===== src/rtl/stt_pkg.sv =====
// shared types and constants of the software timer table
package stt_pkg;

    localparam int unsigned MAX_FIRE = 16;
    localparam int unsigned FCW      = $clog2(MAX_FIRE + 1);

    typedef enum logic [1:0] {
        K_ADD    = 2'd0,
        K_REMOVE = 2'd1,
        K_TICK   = 2'd2
    } t_kind;

    typedef enum logic [2:0] {
        S_IDLE,
        S_ADD,
        S_SCAN,
        S_EVAL,
        S_FLUSH
    } t_state;

    typedef struct packed {
        logic [15:0] id;
        logic [15:0] action;
        logic [31:0] context_w;
        logic [31:0] stamp;
        logic [15:0] period;
        logic        rpt;
    } t_entry;

    typedef struct packed {
        logic load;
        logic add_go;
        logic read_go;
        logic eval_go;
        logic flush_go;
    } t_cmd;

    typedef struct packed {
        logic [1:0] in_kind;
        logic       more;
        logic       add_ok;
        logic       eval_ok;
        logic       flush_ok;
    } t_stat;

endpackage


===== src/rtl/stt_ctrl.sv =====
// controller state machine of the software timer table
module stt_ctrl (
    input  logic          i_clk,
    input  logic          i_rst_n,
    input  logic          i_valid,
    input  stt_pkg::t_stat i_stat,
    output logic          o_ready,
    output stt_pkg::t_cmd o_cmd
);
    import stt_pkg::*;

    t_state r_state;
    t_state n_state;

    always_ff @(posedge i_clk) begin
        if (!i_rst_n) begin
            r_state <= S_IDLE;
        end else begin
            r_state <= n_state;
        end
    end

    always_comb begin
        n_state = r_state;
        case (r_state)
            S_IDLE: begin
                if (i_valid) begin
                    case (i_stat.in_kind)
                        K_ADD:           n_state = S_ADD;
                        K_REMOVE, K_TICK: n_state = S_SCAN;
                        default:         n_state = S_IDLE;
                    endcase
                end
            end
            S_ADD:   if (i_stat.add_ok) n_state = S_IDLE;
            S_SCAN:  n_state = i_stat.more ? S_EVAL : S_FLUSH;
            S_EVAL:  if (i_stat.eval_ok) n_state = S_SCAN;
            S_FLUSH: if (i_stat.flush_ok) n_state = S_IDLE;
            default: n_state = S_IDLE;
        endcase
    end

    always_comb begin
        o_ready = 1'b0;
        o_cmd   = '0;
        case (r_state)
            S_IDLE: begin
                o_ready    = 1'b1;
                o_cmd.load = i_valid;
            end
            S_ADD:   o_cmd.add_go   = i_stat.add_ok;
            S_SCAN:  o_cmd.read_go  = i_stat.more;
            S_EVAL:  o_cmd.eval_go  = i_stat.eval_ok;
            S_FLUSH: o_cmd.flush_go = i_stat.flush_ok;
            default: o_ready = 1'b0;
        endcase
    end

endmodule


===== src/rtl/stt_dp.sv =====
// datapath of the software timer table: table memory, scan pointers, result registers
module stt_dp #(
    parameter int DEPTH = 16
) (
    input  logic           i_clk,
    input  logic           i_rst_n,
    input  stt_pkg::t_cmd  i_cmd,
    output stt_pkg::t_stat o_stat,
    input  logic [1:0]     i_kind,
    input  logic [31:0]    i_now_ms,
    input  logic [15:0]    i_interval_ms,
    input  logic           i_repeat_req,
    input  logic [15:0]    i_action_tag,
    input  logic [31:0]    i_context_req,
    input  logic [15:0]    i_handle,
    input  logic           i_ready,
    output logic           o_valid,
    output logic [1:0]     o_result_kind,
    output logic [15:0]    o_timer_id,
    output logic [15:0]    o_action_out,
    output logic [31:0]    o_context_out,
    output logic           o_ok,
    output logic           o_last
);
    import stt_pkg::*;

    localparam int AW = (DEPTH > 1) ? $clog2(DEPTH) : 1;
    localparam int CW = $clog2(DEPTH + 1);

    t_entry r_mem [DEPTH];
    t_entry r_rdata;

    // request held for the length of the item
    logic [1:0]  r_kind;
    logic [31:0] r_now;
    logic [15:0] r_interval;
    logic        r_rpt;
    logic [15:0] r_action;
    logic [31:0] r_context;
    logic [15:0] r_handle;

    logic [CW-1:0]  r_used;
    logic [CW-1:0]  r_rd;
    logic [CW-1:0]  r_wr;
    logic [FCW-1:0] r_cnt;
    logic [15:0]    r_next_id;
    logic           r_found;

    // staged fire result, sent once the next one or the end of the scan is known
    logic        r_stg_valid;
    logic [15:0] r_stg_id;
    logic [15:0] r_stg_action;
    logic [31:0] r_stg_context;

    logic        r_out_valid;
    logic [1:0]  r_out_kind;
    logic [15:0] r_out_id;
    logic [15:0] r_out_action;
    logic [31:0] r_out_context;
    logic        r_out_ok;
    logic        r_out_last;

    logic        out_free;
    logic        full;
    logic [31:0] elapsed;
    logic        due;
    logic        fire;
    logic        match;
    logic        is_tick;
    logic        keep;
    logic        we;
    logic [AW-1:0] waddr;
    t_entry      wdata;
    logic        push;
    logic [1:0]  push_kind;
    logic [15:0] push_id;
    logic [15:0] push_action;
    logic [31:0] push_context;
    logic        push_ok;
    logic        push_last;

    assign out_free = !r_out_valid || i_ready;
    assign full     = (r_used == CW'(DEPTH));
    assign is_tick  = (r_kind == K_TICK);
    assign elapsed  = r_now - r_rdata.stamp;
    assign due      = (r_rdata.period == 16'd0) || (elapsed >= {16'd0, r_rdata.period});
    assign fire     = is_tick && due && (r_cnt < FCW'(MAX_FIRE));
    assign match    = !is_tick && !r_found && (r_rdata.id == r_handle);
    assign keep     = !match && !(fire && !r_rdata.rpt);

    always_comb begin
        o_stat.in_kind  = i_kind;
        o_stat.more     = (r_rd < r_used);
        o_stat.add_ok   = out_free;
        o_stat.eval_ok  = !(fire && r_stg_valid && !out_free);
        o_stat.flush_ok = out_free || (is_tick && !r_stg_valid);
    end

    // write port: append on add, compact on scan
    always_comb begin
        we    = 1'b0;
        waddr = r_wr[AW-1:0];
        wdata = r_rdata;
        if (i_cmd.add_go) begin
            we              = !full;
            waddr           = r_used[AW-1:0];
            wdata.id        = r_next_id;
            wdata.action    = r_action;
            wdata.context_w = r_context;
            wdata.stamp     = r_now;
            wdata.period    = r_interval;
            wdata.rpt       = r_rpt;
        end else if (i_cmd.eval_go) begin
            we = keep;
            if (fire) begin
                wdata.stamp = r_now;
            end
        end
    end

    always_ff @(posedge i_clk) begin
        if (we) begin
            r_mem[waddr] <= wdata;
        end
        if (i_cmd.read_go) begin
            r_rdata <= r_mem[r_rd[AW-1:0]];
        end
    end

    // result to the output register
    always_comb begin
        push         = 1'b0;
        push_kind    = K_TICK;
        push_id      = r_stg_id;
        push_action  = r_stg_action;
        push_context = r_stg_context;
        push_ok      = 1'b1;
        push_last    = 1'b0;
        if (i_cmd.add_go) begin
            push         = 1'b1;
            push_kind    = K_ADD;
            push_id      = full ? 16'd0 : r_next_id;
            push_action  = 16'd0;
            push_context = 32'd0;
            push_ok      = !full;
            push_last    = 1'b1;
        end else if (i_cmd.eval_go) begin
            push = fire && r_stg_valid;
        end else if (i_cmd.flush_go) begin
            push_last = 1'b1;
            if (is_tick) begin
                push = r_stg_valid;
            end else begin
                push         = 1'b1;
                push_kind    = K_REMOVE;
                push_id      = r_handle;
                push_action  = 16'd0;
                push_context = 32'd0;
                push_ok      = r_found;
            end
        end
    end

    always_ff @(posedge i_clk) begin
        if (i_cmd.load) begin
            r_kind     <= i_kind;
            r_now      <= i_now_ms;
            r_interval <= i_interval_ms;
            r_rpt      <= i_repeat_req;
            r_action   <= i_action_tag;
            r_context  <= i_context_req;
            r_handle   <= i_handle;
        end
        if (i_cmd.eval_go && fire) begin
            r_stg_id      <= r_rdata.id;
            r_stg_action  <= r_rdata.action;
            r_stg_context <= r_rdata.context_w;
        end
        if (push) begin
            r_out_kind    <= push_kind;
            r_out_id      <= push_id;
            r_out_action  <= push_action;
            r_out_context <= push_context;
            r_out_ok      <= push_ok;
            r_out_last    <= push_last;
        end
    end

    always_ff @(posedge i_clk) begin
        if (!i_rst_n) begin
            r_used      <= '0;
            r_rd        <= '0;
            r_wr        <= '0;
            r_cnt       <= '0;
            r_found     <= 1'b0;
            r_next_id   <= 16'd1;
            r_stg_valid <= 1'b0;
            r_out_valid <= 1'b0;
        end else begin
            if (push) begin
                r_out_valid <= 1'b1;
            end else if (i_ready) begin
                r_out_valid <= 1'b0;
            end
            if (i_cmd.load) begin
                r_rd        <= '0;
                r_wr        <= '0;
                r_cnt       <= '0;
                r_found     <= 1'b0;
                r_stg_valid <= 1'b0;
            end
            if (i_cmd.add_go && !full) begin
                r_used    <= r_used + CW'(1);
                r_next_id <= r_next_id + 16'd1;
            end
            if (i_cmd.eval_go) begin
                r_rd <= r_rd + CW'(1);
                if (keep) begin
                    r_wr <= r_wr + CW'(1);
                end
                if (match) begin
                    r_found <= 1'b1;
                end
                if (fire) begin
                    r_cnt       <= r_cnt + FCW'(1);
                    r_stg_valid <= 1'b1;
                end
            end
            if (i_cmd.flush_go) begin
                r_used      <= r_wr;
                r_stg_valid <= 1'b0;
            end
        end
    end

    assign o_valid       = r_out_valid;
    assign o_result_kind = r_out_kind;
    assign o_timer_id    = r_out_id;
    assign o_action_out  = r_out_action;
    assign o_context_out = r_out_context;
    assign o_ok          = r_out_ok;
    assign o_last        = r_out_last;

endmodule


===== src/rtl/software_timer_table.sv =====
// top level of the software timer table
//
//  channel   direction  handshake          payload
//  request   in         i_valid / o_ready  i_kind i_now_ms i_interval_ms i_repeat_req
//                                          i_action_tag i_context_req i_handle
//  result    out        o_valid / i_ready  o_result_kind o_timer_id o_action_out
//                                          o_context_out o_ok o_last
//
// one request at a time; an add is a single append, a remove or tick scans the N stored
// timers one by one through the single read port of the table memory
// (read an entry, then evaluate and compact it, then an end-of-scan check and a final result)
// a stalled result register holds the scan until it is taken
// reset (synchronous, active low) empties the table and sets the next id to one;
// no clearing pass, the fill count alone marks which entries hold timers
module software_timer_table #(
    parameter int DEPTH = 16
) (
    input  logic        i_clk,
    input  logic        i_rst_n,
    input  logic        i_valid,
    output logic        o_ready,
    input  logic [1:0]  i_kind,
    input  logic [31:0] i_now_ms,
    input  logic [15:0] i_interval_ms,
    input  logic        i_repeat_req,
    input  logic [15:0] i_action_tag,
    input  logic [31:0] i_context_req,
    input  logic [15:0] i_handle,
    output logic        o_valid,
    input  logic        i_ready,
    output logic [1:0]  o_result_kind,
    output logic [15:0] o_timer_id,
    output logic [15:0] o_action_out,
    output logic [31:0] o_context_out,
    output logic        o_ok,
    output logic        o_last
);
    import stt_pkg::*;

    t_cmd  cmd;
    t_stat stat;

    // sequencer: idle, append, scan read, scan evaluate, final result
    stt_ctrl u_ctrl (
        .i_clk   (i_clk),
        .i_rst_n (i_rst_n),
        .i_valid (i_valid),
        .i_stat  (stat),
        .o_ready (o_ready),
        .o_cmd   (cmd)
    );

    // table memory, compaction pointers and the result registers
    stt_dp #(
        .DEPTH (DEPTH)
    ) u_dp (
        .i_clk         (i_clk),
        .i_rst_n       (i_rst_n),
        .i_cmd         (cmd),
        .o_stat        (stat),
        .i_kind        (i_kind),
        .i_now_ms      (i_now_ms),
        .i_interval_ms (i_interval_ms),
        .i_repeat_req  (i_repeat_req),
        .i_action_tag  (i_action_tag),
        .i_context_req (i_context_req),
        .i_handle      (i_handle),
        .i_ready       (i_ready),
        .o_valid       (o_valid),
        .o_result_kind (o_result_kind),
        .o_timer_id    (o_timer_id),
        .o_action_out  (o_action_out),
        .o_context_out (o_context_out),
        .o_ok          (o_ok),
        .o_last        (o_last)
    );

endmodule


===== config.mk =====
export PLATFORM = sky130hd
export DESIGN_NAME = software_timer_table
export DESIGN_NICKNAME = d
export VERILOG_FILES = /design/src/rtl/stt_pkg.sv /design/src/rtl/stt_ctrl.sv /design/src/rtl/stt_dp.sv /design/src/rtl/software_timer_table.sv
export SDC_FILE = /design/constraint.sdc
export NUM_CORES = 2
export LEC_CHECK = 0
export BUFFER_PORTS_ARGS = -buffer_cell sky130_fd_sc_hd__buf_2
export CORE_ASPECT_RATIO = 0.9
export CORE_MARGIN = 4
export CORE_UTILIZATION = 56
export CTS_BUF_LIST = sky130_fd_sc_hd__clkbuf_16
export CTS_CLUSTER_SIZE = 12
export DETAILED_ROUTE_END_ITERATION = 10
export GPL_TIMING_DRIVEN = 0
export PLACE_DENSITY_LB_ADDON = 0.05
export REMOVE_ABC_BUFFERS = 1
export SYNTH_ARGS = -nofsm -noshare
export SYNTH_HDL_FRONTEND = slang
export SYNTH_SLANG_ARGS = --single-unit

===== constraint.sdc =====
create_clock -name i_clk -period 12.8 [get_ports i_clk]
set_clock_uncertainty 0.2 [all_clocks]
set_input_delay 2.56 -clock i_clk [delete_from_list [all_inputs] [get_ports i_clk]]
set_output_delay 2.56 -clock i_clk [all_outputs]
set_load 0.02 [all_outputs]

==> impl_results.md <==
* Die area at 158000 sq um
* Sequential area share after synthesis at 0.774
* Min-delay worst type: reg -> reg
* CTS Hold Bufs at 0
* Site Rows at 135
* Cell variety after synth at 70
* Nets@finish at 4511
* Mapped Cells at 3927
* TritonCTS Buffers at 217
* Gr usage total at 0.252
* Bufs on Longest Clock Path at 3
* Max-slew headroom at 0.105
* Worst VDD drop at 0.139 mV
* Die X at 419 um
* H-tree depth at 4
* Pwr dens at 151 nW/um^2
* Hold worst-path end: u_dp.r_stg_action[12]
* Quantity of I/O buffers inserted on ports at 188
* Clock power frac at 0.385
* Max Fclk at 117 MHz
* Total setup buffers inserted after CTS at 0
* Yosys warns at 0
* Mux cell area share after synthesis at 0.154
* Initial antenna violation count at 0
* Combinational power share at 0.057
* Worst-Margin Slew at 1.33 ns
* Detailed placer's ending HPWL at 119000 um
* Slew Limit Fails at 0
* Syn avg cell area at 21.7 sq um
* Seq pwr share at 0.558
* Area after DPL at 91700 sq um
* Yosys top cell by area: edfxtp_1
* Psw at 0.00315 W
* Synth Area in Adders at 0.00876
* Num Clock Sinks at 2210
* WL final at 196000 um
* Clock insertion delay at the later pin of the skew report at 0.82 ns
* Final instance area at 97900 sq um
* Xor/xnor share of the synthesized area at 0.00566
* WS Path Type: reg -> reg
* Largest family of logic cells by synthesized area: multiplexers
* Avg WL per Cell at 30.4 um
* # resized after CTS at 0
* GR Util met3 at 0.0333
* Layout cell share with drive strength beyond 1 at 0.282
* Cell Area, Synth at 85200 sq um
* Core Util, Final at 0.649
* Max FO, Critical Path at 18
* Placement Setup Slack at 4.47 ns
* HP Start: u_dp.r_rdata[93]
* Critical path capture point type: flop
* IO Pins at 189
* First-pass GRT wire length at 288000 um
* CTS tree: yes
* Total grt overflow at 0
* Min Tclk post-route at 8.53 ns
* # setup viols final at 0
* Initial core utilization at 0.565
* Area growth syn-to-layout at 15.0%
* Top Usage Layer GRT: met2
* Global placer's final weighted congestion at 0.822
* Synth Flop Type: edfxtp_1
* Synth area leaders: edfxtp_1 (76%), mux4_2 (15%), nand2_1 (1.2%)
* Largest net degree at the start of global routing at 66
* Startpoint types: flop
* PnR worst setup slack at 4.27 ns
* CP required at 13.11 ns
* Core ar. at 151000 sq um
* Simple-gate share of the synthesized area at 0.0282
* Reg2reg start: u_dp.r_now[1]
* Die Y at 378 um
* Worst hold slack at 0.253 ns
* RSZ-0062 raised after global routing: no
* Share of Yosys cell area claimed by the top area cell type at 0.764
* Clock transition at the registers of the reported paths at 0.06 ns
* Synth Area in Compound Gates at 0.0174
* FFs w/ async S/R, synth at 0
* Final worst path period share at 0.667
* Hold Fails Final Rpt at 0
* 1st-pass router iterations at 5
* Layout fillers at 9938
* Worst Reg-to-Reg Cells at 26
* Worst reg2reg path endpoint: u_dp.r_mem[4][73]
* Total of max-cap violations at 0
* Global routing usage on met2 at 0.399
* Post-synth EDFFs at 2168
* Int Power at 0.0116 W
* LEAKAGE at 31.4 nW
* FF-to-FF setup slack at 4.27 ns
* Synthesis-stage register bit count at 2210
* DRC viols at 0
* Hold path cells at 0
* Root buf cell: clkbuf_16
* Routed Antenna Nets at 0
* CP arrival at 8.84 ns
* Number of global-route vias before repair at 41201
* Status: completed
* Initial DRC Count at 4529
* GR Util met1 at 0.385
* Sw frac at 0.213
* Vias at 40803
* Post-DR vias/cell at 6.33
==> layer usage <==
| metal | vias up | part of all wire |
|---|---|---|
| li1 | 17112 | - |
| met1 | 21889 | 0.43 |
| met2 | 1532 | 0.49 |
| met3 | 270 | 0.061 |
| met4 | 0 | 0.018 |
| met5 | - | 0 |
==> sequential cells by signal (all words and copies together), names as in the netlist, 3 cells and up <==
name / flops
u_dp.r_context: 32
u_dp.r_stg_action: 16
u_dp.r_mem: 1808
u_ctrl.r_state: 3
u_dp.r_next_id: 16
u_dp.o_context_out: 32
u_dp.r_now: 32
u_dp.r_cnt: 5
u_dp.r_wr: 5
u_dp.r_action: 16
u_dp.r_rdata: 113
u_dp.o_timer_id: 16
u_dp.r_stg_context: 32
u_dp.r_stg_id: 16
u_dp.r_handle: 16
u_dp.r_used: 5
u_dp.r_rd: 5
u_dp.r_interval: 16
u_dp.o_action_out: 16
==> worst max path at each step <==
stage / from / end / slack (ns) / depth (start not counted)
after floorplan: u_dp.r_rd[1] / u_dp.r_rdata[0] / -11.92 / 8
final: u_dp.r_now[1] / u_dp.r_mem[4][73] / 4.27 / 26
after detailed placement: u_dp.r_now[1] / u_dp.r_mem[4][49] / 4.47 / 25
after global routing: u_dp.r_now[1] / u_dp.r_mem[4][49] / 4.08 / 26
after global placement: u_dp.r_rd[1] / u_dp.r_rdata[54] / -40.66 / 8
after CTS: u_dp.r_now[1] / u_dp.r_mem[4][53] / 4.39 / 26
==> cell usage after synthesis, drive strengths merged, types with 5 or more instances <==
cell type and n:
o21a 6, o21ai 49, nor3 13, nor2b 5
nand2 272, nor4 9, o2111ai 7, a221o 16
edfxtp 2168, clkbuf 159, nand2b 7, buf 30
dfxtp 42, and3 75, o211ai 10, mux4 565
inv 72, or3 10, a21o 11, nand3 33
xnor2 22, nor2 69, a31oi 14, xor2 33
mux2 32, ha 58, nand4 13, o41ai 5
o21bai 5, a211oi 11, a21oi 54
==> through the flow <==
stage	TNS, ns	cells	total power [W]
3_5_place_dp	0	6100	0.00926
5_1_grt	0	6444	0.0153
4_1_cts	0	6444	0.0149
6_report	0	6447	0.0148
3_3_place_gp	-	5912	0.00936
2_1_floorplan	-6006.99	3738	0.00898
==> power by group through the flow <==
stage | clock (W) | combinational, W | sequential, W
2_1_floorplan | 0 | 0.000538 | 0.00844
3_3_place_gp | 0 | 0.000868 | 0.00849
3_5_place_dp | 0 | 0.000851 | 0.00841
4_1_cts | 0.00581 | 0.000853 | 0.00826
5_1_grt | 0.00613 | 0.000920 | 0.00826
6_report | 0.00569 | 0.000846 | 0.00826
==> cell usage in the layout, fill, tap and decap left out, drive strengths merged, types with 4 or more instances in the layout <==
cell type	synthesis	routed
and3	75	75
mux2	32	32
a21oi	54	54
a21o	11	11
nor3	13	13
a22o	4	4
o21bai	5	5
nor2b	5	5
a211oi	11	11
dfxtp	42	42
inv	72	140
ha	58	58
clkbuf	159	221
nor4	9	9
nand3	33	33
o2111ai	7	7
nor2	69	69
o21a	6	6
xnor2	22	22
xor2	33	33
a31oi	14	14
nand2b	7	7
edfxtp	2168	2168
o22ai	4	4
clkinv	2	53
or3	10	10
o211ai	10	10
bufinv	0	4
mux4	565	565
nand4	13	13
nand2	272	272
nor3b	4	4
buf	30	376
o41ai	5	5
o21ai	49	49
a221o	16	16
==> final cells by class <==
cell class | count | area (sq um) | area share
timing repair buffer | 376 | 4620 | 0.0472
clock inverter | 123 | 651 | 0.00664
multi-input combinational | 1454 | 18400 | 0.188
clock buffer | 221 | 5530 | 0.0565
tap | 1986 | 2480 | 0.0254
antenna | 3 | 7.51 | 0.0000767
sequential | 2210 | 66000 | 0.673
inverter | 74 | 293 | 0.00299
==> critical path, cell delays in order, from the launching register on <==
cell       delay, ns
edfxtp_1        0.44
ha_1            0.32
nor2b_4         0.13
o2111ai_1       0.47
a211oi_2        0.24
nor2_1          0.54
nor2_1          0.11
nor2_1          0.18
xnor2_1         0.15
ha_1            0.26
nand4_1         0.17
nor2_1          0.08
nand4_1         0.19
o41ai_1         0.11
nor4_1          0.34
o2111ai_1       0.21
nor4_2          0.81
a311oi_2        0.30
a211o_1         0.53
o2bb2ai_1       0.42
nor2_4          0.70
buf_12          0.31
buf_16          0.19
buf_12          0.19
buf_16          0.19
buf_12          0.19
buf_16          0.19
==> kinds of logic after synthesis <==
group	after synthesis
and+or+nand+nor	523
muxes	599
xor gates and xnor gates	55
adders and majority gates	59
AOI/OAI and AO/OA	218
buffers and inverters	263
DFF	2210
Note: power is estimated with default switching activity, not from simulation.
